**src/rtl/bctm_pkg.sv**
```systemverilog
`timescale 1ns / 1ps
// ----------------------------------------------------------------------------
// bctm_pkg: shared types and constants for the block cache tag manager
// Request and result beat structs, operation codes, defaults.
// ----------------------------------------------------------------------------
package bctm_pkg;

    localparam int DEFAULT_ENTRIES = 32;
    localparam logic [31:0] DISK_COUNT_RESET = 32'd1024;

    typedef enum logic [1:0] {
        OP_ACQUIRE = 2'd0,
        OP_RELEASE = 2'd1,
        OP_MARK    = 2'd2,
        OP_NONE    = 2'd3
    } op_t;

    typedef struct packed {
        logic [1:0]  operation;
        logic [31:0] block_number;
        logic [4:0]  slot_index;
    } req_t;

    typedef struct packed {
        logic [4:0]  granted_slot;
        logic        was_hit;
        logic        fetch_valid;
        logic [31:0] fetch_block;
        logic        write_valid;
        logic [31:0] write_block;
        logic        out_of_range;
        logic [31:0] hit_total;
        logic [31:0] miss_total;
        logic [31:0] disk_read_total;
        logic [31:0] disk_write_total;
    } rsp_t;

    // cell status flowing down the chain: first hit and first free so far
    typedef struct packed {
        logic hit;
        logic free;
    } chain_t;

    // command broadcast from the controller to every cell
    typedef struct packed {
        logic        upd;      // apply update this cycle
        logic        acq_hit;  // increment refs at hit cell
        logic        install;  // retag victim
        logic        rel;      // decrement at slot
        logic        mark;     // set dirty at slot
        logic [31:0] tag;
    } cmd_t;

endpackage

```
**src/rtl/bctm_cell.sv**
```systemverilog
`timescale 1ns / 1ps
// ----------------------------------------------------------------------------
// bctm_cell: one cache entry of the search chain
// Holds valid, tag, refs and dirty; folds its match and free status into the chain status.
// ----------------------------------------------------------------------------
module bctm_cell (
    input  logic            clk,
    input  logic            rst_n,
    input  logic [31:0]     key,
    input  bctm_pkg::chain_t chain_in,
    output bctm_pkg::chain_t chain_out,
    output logic            hit_here,
    output logic            free_here,
    output logic [31:0]     tag,
    output logic            dirty,
    output logic            valid,
    input  bctm_pkg::cmd_t  cmd,
    input  logic            sel_hit,
    input  logic            sel_vic,
    input  logic            sel_slot
);
    import bctm_pkg::*;

    logic       valid_reg;
    logic [31:0] tag_reg;
    logic [7:0] refs_reg;
    logic       dirty_reg;
    logic       match;
    logic       is_free;

    assign match   = valid_reg && (tag_reg == key);
    assign is_free = !valid_reg || (refs_reg == 8'd0);

    // first-match priority along the chain
    assign hit_here  = match && !chain_in.hit;
    assign free_here = is_free && !chain_in.free;
    assign chain_out.hit  = chain_in.hit || match;
    assign chain_out.free = chain_in.free || is_free;

    assign tag   = tag_reg;
    assign dirty = dirty_reg;
    assign valid = valid_reg;

    always_ff @(posedge clk or negedge rst_n)
    begin
        if (!rst_n)
        begin
            valid_reg <= 1'b0;
            tag_reg   <= '0;
            refs_reg  <= '0;
            dirty_reg <= 1'b0;
        end
        else if (cmd.upd)
        begin
            if (cmd.acq_hit && sel_hit)
            begin
                if (refs_reg != 8'hff)
                    refs_reg <= refs_reg + 8'd1;
            end
            else if (cmd.install && sel_vic)
            begin
                valid_reg <= 1'b1;
                tag_reg   <= cmd.tag;
                refs_reg  <= 8'd1;
                dirty_reg <= 1'b0;
            end
            else if (cmd.rel && sel_slot)
            begin
                if (refs_reg != 8'd0)
                    refs_reg <= refs_reg - 8'd1;
            end
            else if (cmd.mark && sel_slot)
            begin
                dirty_reg <= 1'b1;
            end
        end
    end

endmodule

```
**config.mk**
```make
export PLATFORM = sky130hd
export DESIGN_NAME = bctm_cell
export DESIGN_NICKNAME = d
export VERILOG_FILES = /design/src/rtl/bctm_pkg.sv /design/src/rtl/bctm_cell.sv
export SDC_FILE = /design/constraint.sdc
export NUM_CORES = 1
export LEC_CHECK = 0
export BUFFER_PORTS_ARGS = -buffer_cell sky130_fd_sc_hd__buf_2
export CORE_UTILIZATION = 51
export CTS_BUF_LIST = sky130_fd_sc_hd__clkbuf_8
export DETAILED_ROUTE_END_ITERATION = 16
export PLACE_DENSITY = 0.88
export SLEW_MARGIN = 20
export SYNTH_ARGS = -nofsm -noshare
export SYNTH_HDL_FRONTEND = slang
export SYNTH_SLANG_ARGS = --single-unit
```
**constraint.sdc**
```tcl
create_clock -name clk -period 5.4 [get_ports clk]
set_input_delay 0.54 -clock clk [delete_from_list [all_inputs] [get_ports clk]]
set_output_delay 0.54 -clock clk [all_outputs]
set_load 0.03 [all_outputs]
```
==> results of run 1 <==
per-stage QoR:
| step | total power [mW] | cell area, um^2 | setup WS [ps] | instances |
|---|---|---|---|---|
| CTS | 1.15 | 3010 | 3110 | 372 |
| detailed placement | 0.936 | 2910 | 3190 | 364 |
| finish | 1.14 | 3010 | 3120 | 372 |
| global route | 1.21 | 3010 | 2900 | 372 |
| global placement | 0.917 | 2910 | 3220 | 364 |
| floorplan | 0.787 | 2300 | 3260 | 203 |
power breakdown:
part	leakage, nW	internal, mW	switching (mW)
Sequential	0.500	0.393	0.0945
Clock	0.0472	0.103	0.107
Combinational	0.847	0.180	0.266
logic make-up after synthesis:
group	synth area share
AOI/OAI and AO/OA	0.107
xor gates and xnor gates	0.126
adders and majority gates	0.0164
buffers and inverters	0.0147
DFF	0.458
muxes	0.157
and+or+nand+nor	0.122
worst max-delay path, delay by kind of cell, from the launching register on:
kind	cells	cell delay [ps]
and+or+nand+nor	2	600
buffers and inverters	1	210
AOI/OAI and AO/OA	1	170
DFF	1	470
worst paths after layout:
check	slack, ps	startpoint	endpoint	cells after the start
max	3120	refs_reg[2]	free_here	4
min	370	rst_n	tag[4]	1
max reg2reg	3510	refs_reg[0]	refs_reg[5]	6
min reg2reg	500	dirty	dirty	1
max in group asynchronous	4430	rst_n	tag[7]	1
min in group clk	450	cmd[4]	tag[4]	2
routing by layer:
layer	share of wire	wire, um	vias to the layer above	global-route usage
met2	0.51	2890	77	0.419
met4	0.0068	38	0	0.0748
met1	0.44	2450	965	0.312
met3	0.045	253	6	0.0365
li1	-	-	969	-
met5	0	0	-	0
cell usage in the layout (no fill, tap or decap), types with 2 or more instances in the layout:
master,instances
nand2b_1,3
a221oi_1,2
nand4_1,9
inv_1,3
dfrtp_1,42
a22oi_1,2
nor4_1,2
a21oi_1,11
xnor2_1,29
o21ai_1,5
xor2_1,4
nand3_1,5
clkbuf_8,6
o31ai_1,2
nand2_1,9
buf_2,113
ha_1,3
o21ai_0,3
nand3b_1,2
o22ai_1,4
mux2_1,28
nor3_1,2
mux2_2,4
nor2_1,7
layout make-up:
cell class / count / area [um^2] / area share
well taps: 52 / 65.1 / 0.0216
multi-input cells: 153 / 1210 / 0.403
clock buffers: 6 / 82.6 / 0.0275
repair buffers: 114 / 573 / 0.191
clock inverters: 2 / 12.5 / 0.00416
flip-flops and latches: 42 / 1050 / 0.350
inverters: 3 / 11.3 / 0.00375
==> impl_metrics.py, run 1 <==
metrics = {
    "status": {
        "outcome": "finished clean",
    },
    "cts": {
        "cts_buffer_depth": 2,
        "clock_sinks": 42,
        "cts_hold_buf": 0,
        "cts_repair_resize_count": 0,
        "clk_latency_ps": 300,
        "htree_levels": 2,
        "cts_setup_buffers": 0,
        "clkSlewWorstSetupHoldPaths_ps": 90,
        "cts_tree": "built",
        "cts_buffers": 5,
        "ctsRootBufferMaster": "clkbuf_8",
    },
    "floorplanning": {
        "pin_count": 114,
        "dieHeight_um": 69.1,
        "die_w_um": 69.1,
        "rows": 24,
        "die_area_mm2": 0.00477,
        "core_mm2": 0.00435,
        "initial_utilization": 0.527,
    },
    "logic_synthesis": {
        "ys_types": 41,
        "synth_top_area_share": 0.458,
        "yosys_warnings": 0,
        "yosys-top-cells-area": "dfrtp_1 46%, mux2_1 14%, xnor2_1 11%",
        "ys_seq_area_frac": 0.458,
        "syn_nets": 282,
        "ys.flop_type": "dfrtp_1",
        "synth.most_common_cell": "dfrtp_1",
        "syn_avg_cell_area_um2": 11.3,
        "synth_edf_count": 0,
        "synth-seq-cells": 42,
        "syn_inst": 203,
        "async_flop_share": 1.00,
        "yosysTopAreaCell": "dfrtp_1",
        "synthTopCellsByCount": "42 x dfrtp_1, 29 x xnor2_1, 28 x mux2_1, 11 x a21oi_1",
        "syn_area_mm2": 0.00230,
    },
    "sta": {
        "hold_ws_ps": 367,
        "setup_viol": 0,
        "final.setup.tns_ps": 0,
        "rsz0062_at_grt": "no",
        "fin_crit_sh": 0.421,
        "final.setup_skew_ps": 12.9,
        "maxSlewViolCount": 0,
        "finalHoldViolations": 0,
        "tightest_slew_ps": 936,
        "relSlewSlack": 0.376,
        "fin_crit_ps": 2280,
        "max_freq_ghz": 0.439,
    },
    "critical_path": {
        "path_class": "reg -> out",
        "path_cells": "nor3_2 -> nand4_1 -> a21oi_1 -> buf_2",
        "slowest_stage": "dfrtp_1",
        "worstPathRequired_ps": 4860,
        "crit_path_start_kind": "flop",
        "worst-path-max-fanout": 8,
        "worstPathArrival_ps": 1740,
        "critPathMaxStageDelay_ps": 470,
        "crit_path_end_kind": "output pin",
    },
    "global_routing": {
        "grt_max_degree": 43,
        "antenna_found_initial": 0,
        "grt_first_pass_wirelength_mm": 9.23,
        "grt-ovfl-total": 0,
        "grt_use_total": 0.242,
        "first_global_vias": 1920,
    },
    "cells_and_area": {
        "drive_gt1_frac": 0.416,
        "nNetsFinal": 398,
        "largest_register_ffs": 32,
        "final_util": 0.691,
        "area_delta_synth_final_pct": 31.0,
        "fill_cells": 328,
        "diodes": 0,
    },
    "drt": {
        "routedWlPerCell_um": 15.1,
        "drt_wl_total_mm": 5.63,
        "vias": 2017,
        "drc": 0,
        "ant_nets": 0,
        "dr.pass1.iters": 4,
        "first_iter_violations": 137,
        "viasPerCell": 5.42,
    },
    "pwr": {
        "irDropWorstVdd_v": 0.000200,
        "power_leakage_nw": 1.39,
        "power_density_mw_per_mm2": 380,
    },
    "hold_path": {
        "hp-class": "in -> async",
    },
    "placed_design": {
        "place.port_buffers": 113,
        "hpwl_mm": 4.27,
        "gp_congestion": 0.936,
    },
    "run": {
        "drv_cap": 0,
    },
}
No activity file was read; power rests on OpenSTA's default activity.
==> run 2: changes to the inputs <==
Settings changed: CORE_UTILIZATION 51 to 47, PLACE_DENSITY 0.88 to 0.82.
Clock period 5.4 ns to 2.3 ns, I/O delays scaled along.
==> impl_metrics.py, run 2 (synthesis gave the netlist of run 1 again) <==
metrics = {
    "drt": {
        "viasPerCell": 5.29,
        "drc": 0,
        "drt_wl_total_mm": 5.43,
        "routedWlPerCell_um": 14.0,
        "vias": 2052,
        "ant_nets": 0,
        "dr.pass1.iters": 4,
        "first_iter_violations": 114,
    },
    "pwr": {
        "irDropWorstVdd_v": 0.000532,
        "power_density_mw_per_mm2": 881,
        "power.share.clock": 0.185,
        "p_comb_frac": 0.391,
        "power_leakage_nw": 1.40,
        "seq_power_share": 0.424,
        "switching_share": 0.406,
        "p_int_mw": 1.59,
        "power_switching_mw": 1.08,
    },
    "cts": {
        "clock_sinks": 42,
        "clkSlewWorstSetupHoldPaths_ps": 80,
        "cts_buffers": 5,
        "htree_levels": 2,
        "cts_setup_buffers": 0,
        "clk_latency_ps": 290,
        "ctsRootBufferMaster": "clkbuf_8",
        "cts_tree": "built",
        "cts_buffer_depth": 2,
        "cts_hold_buf": 0,
        "cts_repair_resize_count": 0,
    },
    "sta": {
        "fin_crit_sh": 0.859,
        "relSlewSlack": 0.621,
        "maxSlewViolCount": 0,
        "tightest_slew_ps": 568,
        "rsz0062_at_grt": "no",
        "finalHoldViolations": 0,
        "fin_crit_ps": 1980,
        "final.setup.tns_ps": 0,
        "setup_viol": 0,
        "final.setup_skew_ps": 1.54,
        "max_freq_ghz": 0.506,
    },
    "global_routing": {
        "first_global_vias": 1952,
        "grt_first_pass_wirelength_mm": 8.83,
        "grt_use_total": 0.218,
        "antenna_found_initial": 0,
        "grt-ovfl-total": 0,
        "grt_max_degree": 43,
    },
    "critical_path": {
        "path_cells": "xnor2_1 -> nand4_1 -> nor4_1 -> nand3_1 -> nor2_1 -> buf_2",
        "r2r_start": "refs_reg[0]",
        "crit_path_end_kind": "output pin",
        "reg2reg_slack_ps": 440,
        "worstPathArrival_ps": 1750,
        "worstPathRequired_ps": 2070,
        "worst-path-max-fanout": 3,
        "path_buf_inv": 1,
        "r2r-end": "refs_reg[5]",
        "slowest_stage": "dfrtp_1",
        "critPathMaxStageDelay_ps": 410,
        "crit_path_start_kind": "flop",
        "path_class": "reg -> out",
        "reg2regPathDepth": 6,
        "cpLargestDelayFamily": "simple AND/OR/NAND/NOR gates",
    },
    "placed_design": {
        "place.port_buffers": 113,
        "placed_area_mm2": 0.00294,
        "hpwl_mm": 4.15,
        "dp.cells": 380,
        "gp_congestion": 0.885,
    },
    "status": {
        "outcome": "finished clean",
    },
    "floorplanning": {
        "core_mm2": 0.00472,
        "pin_count": 114,
        "rows": 25,
        "dieHeight_um": 71.9,
        "initial_utilization": 0.486,
        "die_w_um": 71.9,
        "die_area_mm2": 0.00517,
    },
    "cells_and_area": {
        "drive_gt1_frac": 0.417,
        "diodes": 0,
        "final_cell_mix": "113 x buf_2, 42 x dfrtp_1, 29 x xnor2_1, 28 x mux2_1, 11 x a21oi_1",
        "layout.cells.non_filler": 388,
        "nNetsFinal": 399,
        "fin_area_mm2": 0.00303,
        "mostFrequentLayoutCell": "buf_2",
        "largest_register_ffs": 32,
        "area_delta_synth_final_pct": 32.1,
    },
    "hold_path": {
        "hp-class": "in -> async",
    },
    "run": {
        "drv_cap": 0,
    },
}
==> run 2: how the worst max path moves through the flow <==
stage	cells after the start	endpoint	startpoint
final	6	hit_here	tag[17]
after global routing	6	hit_here	tag[3]
after CTS	6	hit_here	tag[31]
after detailed placement	6	refs_reg[5]	refs_reg[0]
after global placement	6	refs_reg[5]	refs_reg[0]
after floorplan	5	hit_here	tag[31]
==> run 2: per-layer routing <==
metal	routed length [um]	GRT usage	vias to the layer above
li1	-	-	975
met1	2280	0.274	966
met2	2670	0.379	104
met3	438	0.0542	7
met4	48	0.0523	0
met5	0	0	-
==> run 2: final cells by class <==
type,instances,area [um^2]
clock buffer,6,82.6
clock inverter,2,12.5
fill,380,1690
inverter,3,11.3
multi-input combinational,153,1210
sequential,42,1050
tap,67,83.8
timing repair buffer,115,581
==> run 2: stage by stage <==
step	util	hold slack (ps)	setup slack, ps	power, mW
floorplan	-	-65.6	485	1.85
finish	0.642	2.08	324	2.67
CTS	0.642	10.3	305	2.69
detailed placement	0.622	333	470	2.19
global placement	0.622	329	526	2.16
global route	0.642	53.0	140	2.84
==> run 2: power groups by stage <==
| stage | Clock, mW | Combinational [mW] | Sequential (mW) |
|---|---|---|---|
| floorplan | 0 | 0.484 | 1.36 |
| global placement | 0 | 1.02 | 1.13 |
| detailed placement | 0 | 1.04 | 1.15 |
| CTS | 0.511 | 1.05 | 1.13 |
| global route | 0.535 | 1.14 | 1.17 |
| finish | 0.494 | 1.04 | 1.13 |
==> run 3: changes to the inputs <==
Settings changed: CORE_MARGIN set to 2.
==> impl_metrics.py, run 3 (synthesis gave the netlist of run 1 again) <==
metrics = {
    "status": {
        "outcome": "finished clean",
    },
    "cts": {
        "clkSlewWorstSetupHoldPaths_ps": 80,
        "clock_sinks": 42,
        "cts_buffers": 5,
        "clk_latency_ps": 280,
        "ctsRootBufferMaster": "clkbuf_8",
        "htree_levels": 2,
        "cts_buffer_depth": 2,
        "cts_setup_buffers": 0,
        "cts_hold_buf": 0,
        "cts_repair_resize_count": 0,
        "cts_tree": "built",
    },
    "critical_path": {
        "path_cells": "xnor2_1 -> nand4_1 -> nor4_1 -> nand3_1 -> nor2_1 -> buf_2",
        "crit_path_start_kind": "flop",
        "critPathMaxStageDelay_ps": 410,
        "crit_path_end_kind": "output pin",
        "worstPathArrival_ps": 1780,
        "worst-path-max-fanout": 3,
        "slowest_stage": "dfrtp_1",
        "reg2regPathDepth": 6,
        "worstPathRequired_ps": 2070,
        "path_class": "reg -> out",
    },
    "sta": {
        "fin_crit_sh": 0.874,
        "rsz0062_at_grt": "no",
        "max_freq_ghz": 0.498,
        "maxSlewViolCount": 0,
        "final.setup_skew_ps": 6.17,
        "relSlewSlack": 0.393,
        "finalHoldViolations": 0,
        "final.setup.tns_ps": 0,
        "tightest_slew_ps": 911,
        "setup_viol": 0,
        "fin_crit_ps": 2010,
    },
    "pwr": {
        "power.share.clock": 0.167,
        "seq_power_share": 0.435,
        "irDropWorstVdd_v": 0.000402,
        "p_int_mw": 1.55,
        "power_density_mw_per_mm2": 870,
        "power.total_mw": 2.62,
        "power_switching_mw": 1.07,
        "power_leakage_nw": 1.39,
        "switching_share": 0.409,
        "p_comb_frac": 0.397,
    },
    "floorplanning": {
        "initial_utilization": 0.486,
        "die_area_mm2": 0.00546,
        "pin_count": 114,
        "die_w_um": 73.9,
        "core_mm2": 0.00472,
        "dieHeight_um": 73.9,
        "rows": 25,
    },
    "placed_design": {
        "place.port_buffers": 113,
        "gp_congestion": 0.891,
        "dp.cells": 379,
        "hpwl_mm": 4.33,
    },
    "cells_and_area": {
        "area_delta_synth_final_pct": 31.1,
        "layout.cells.non_filler": 386,
        "nNetsFinal": 398,
        "diodes": 0,
        "drive_gt1_frac": 0.414,
        "largest_register_ffs": 32,
        "mostFrequentLayoutCell": "buf_2",
        "final_cell_mix": "113 x buf_2, 42 x dfrtp_1, 29 x xnor2_1, 28 x mux2_1, 11 x a21oi_1",
    },
    "run": {
        "drv_cap": 0,
    },
    "global_routing": {
        "first_global_vias": 1880,
        "grt_max_degree": 43,
        "antenna_found_initial": 0,
        "grt_use_total": 0.211,
        "grt_first_pass_wirelength_mm": 8.80,
        "grt-ovfl-total": 0,
    },
    "drt": {
        "drt_wl_total_mm": 5.52,
        "first_iter_violations": 84,
        "viasPerCell": 5.21,
        "drc": 0,
        "routedWlPerCell_um": 14.3,
        "ant_nets": 0,
        "vias": 2012,
        "dr.pass1.iters": 5,
    },
    "hold_path": {
        "hp-class": "in -> async",
    },
}
[run 3: cell types whose count changed in the layout (fill, tap and decap cells not counted)]
cell	before	now
buf_4	2	1
clkbuf_8	6	5
clkinv_2	1	2
clkinvlp_4	1	0
[run 3: critical path, delay by kind of cell (launching register included)]
family	cells	cell delay [ps]
xor gates and xnor gates	1	200
buffers and inverters	1	200
DFF	1	410
and+or+nand+nor	4	680
[run 3: final cells by class]
| class | count | area, um^2 |
|---|---|---|
| fill | 383 | 1710 |
| multi-input combinational | 153 | 1210 |
| sequential | 42 | 1050 |
| timing repair buffer | 114 | 573 |
| tap | 67 | 83.8 |
| clock buffer | 5 | 68.8 |
| inverter | 3 | 11.3 |
| clock inverter | 2 | 10.0 |
[run 3: final timing paths]
kind                       slack (ps)        start          end
max reg2reg                       430  refs_reg[0]  refs_reg[5]
min reg2reg                       510        dirty        dirty
max                               290      tag[16]     hit_here
min in group clk                  150       cmd[6]       tag[6]
max in group asynchronous        1660        rst_n      tag[16]
min                                70        rst_n       tag[2]
[run 3: per-layer routing]
metal / vias up / GRT usage / wire length (um)
met4: 0 / 0.0525 / 20
met2: 90 / 0.375 / 2800
met3: 4 / 0.0453 / 387
met1: 944 / 0.260 / 2320
li1: 974 / - / -
met5: - / 0 / 0
[run 3: power by group through the flow]
stage	Sequential, mW	Combinational [mW]	Clock (mW)
floorplan	1.36	0.484	0
global placement	1.14	1.02	0
detailed placement	1.15	1.05	0
CTS	1.14	1.05	0.454
global route	1.17	1.14	0.485
finish	1.14	1.04	0.438
[run 3: through the flow]
step                      instance area [um^2]  setup slack, ps  utilization  hold WS (ps)
after detailed placement                  2930              440        0.620           421
after floorplan                           2300              485            -         -65.6
after CTS                                 3010              265        0.637           102
after global placement                    2930              526        0.620           412
after global routing                      3010              133        0.637           143
final                                     3010              290        0.637          73.5
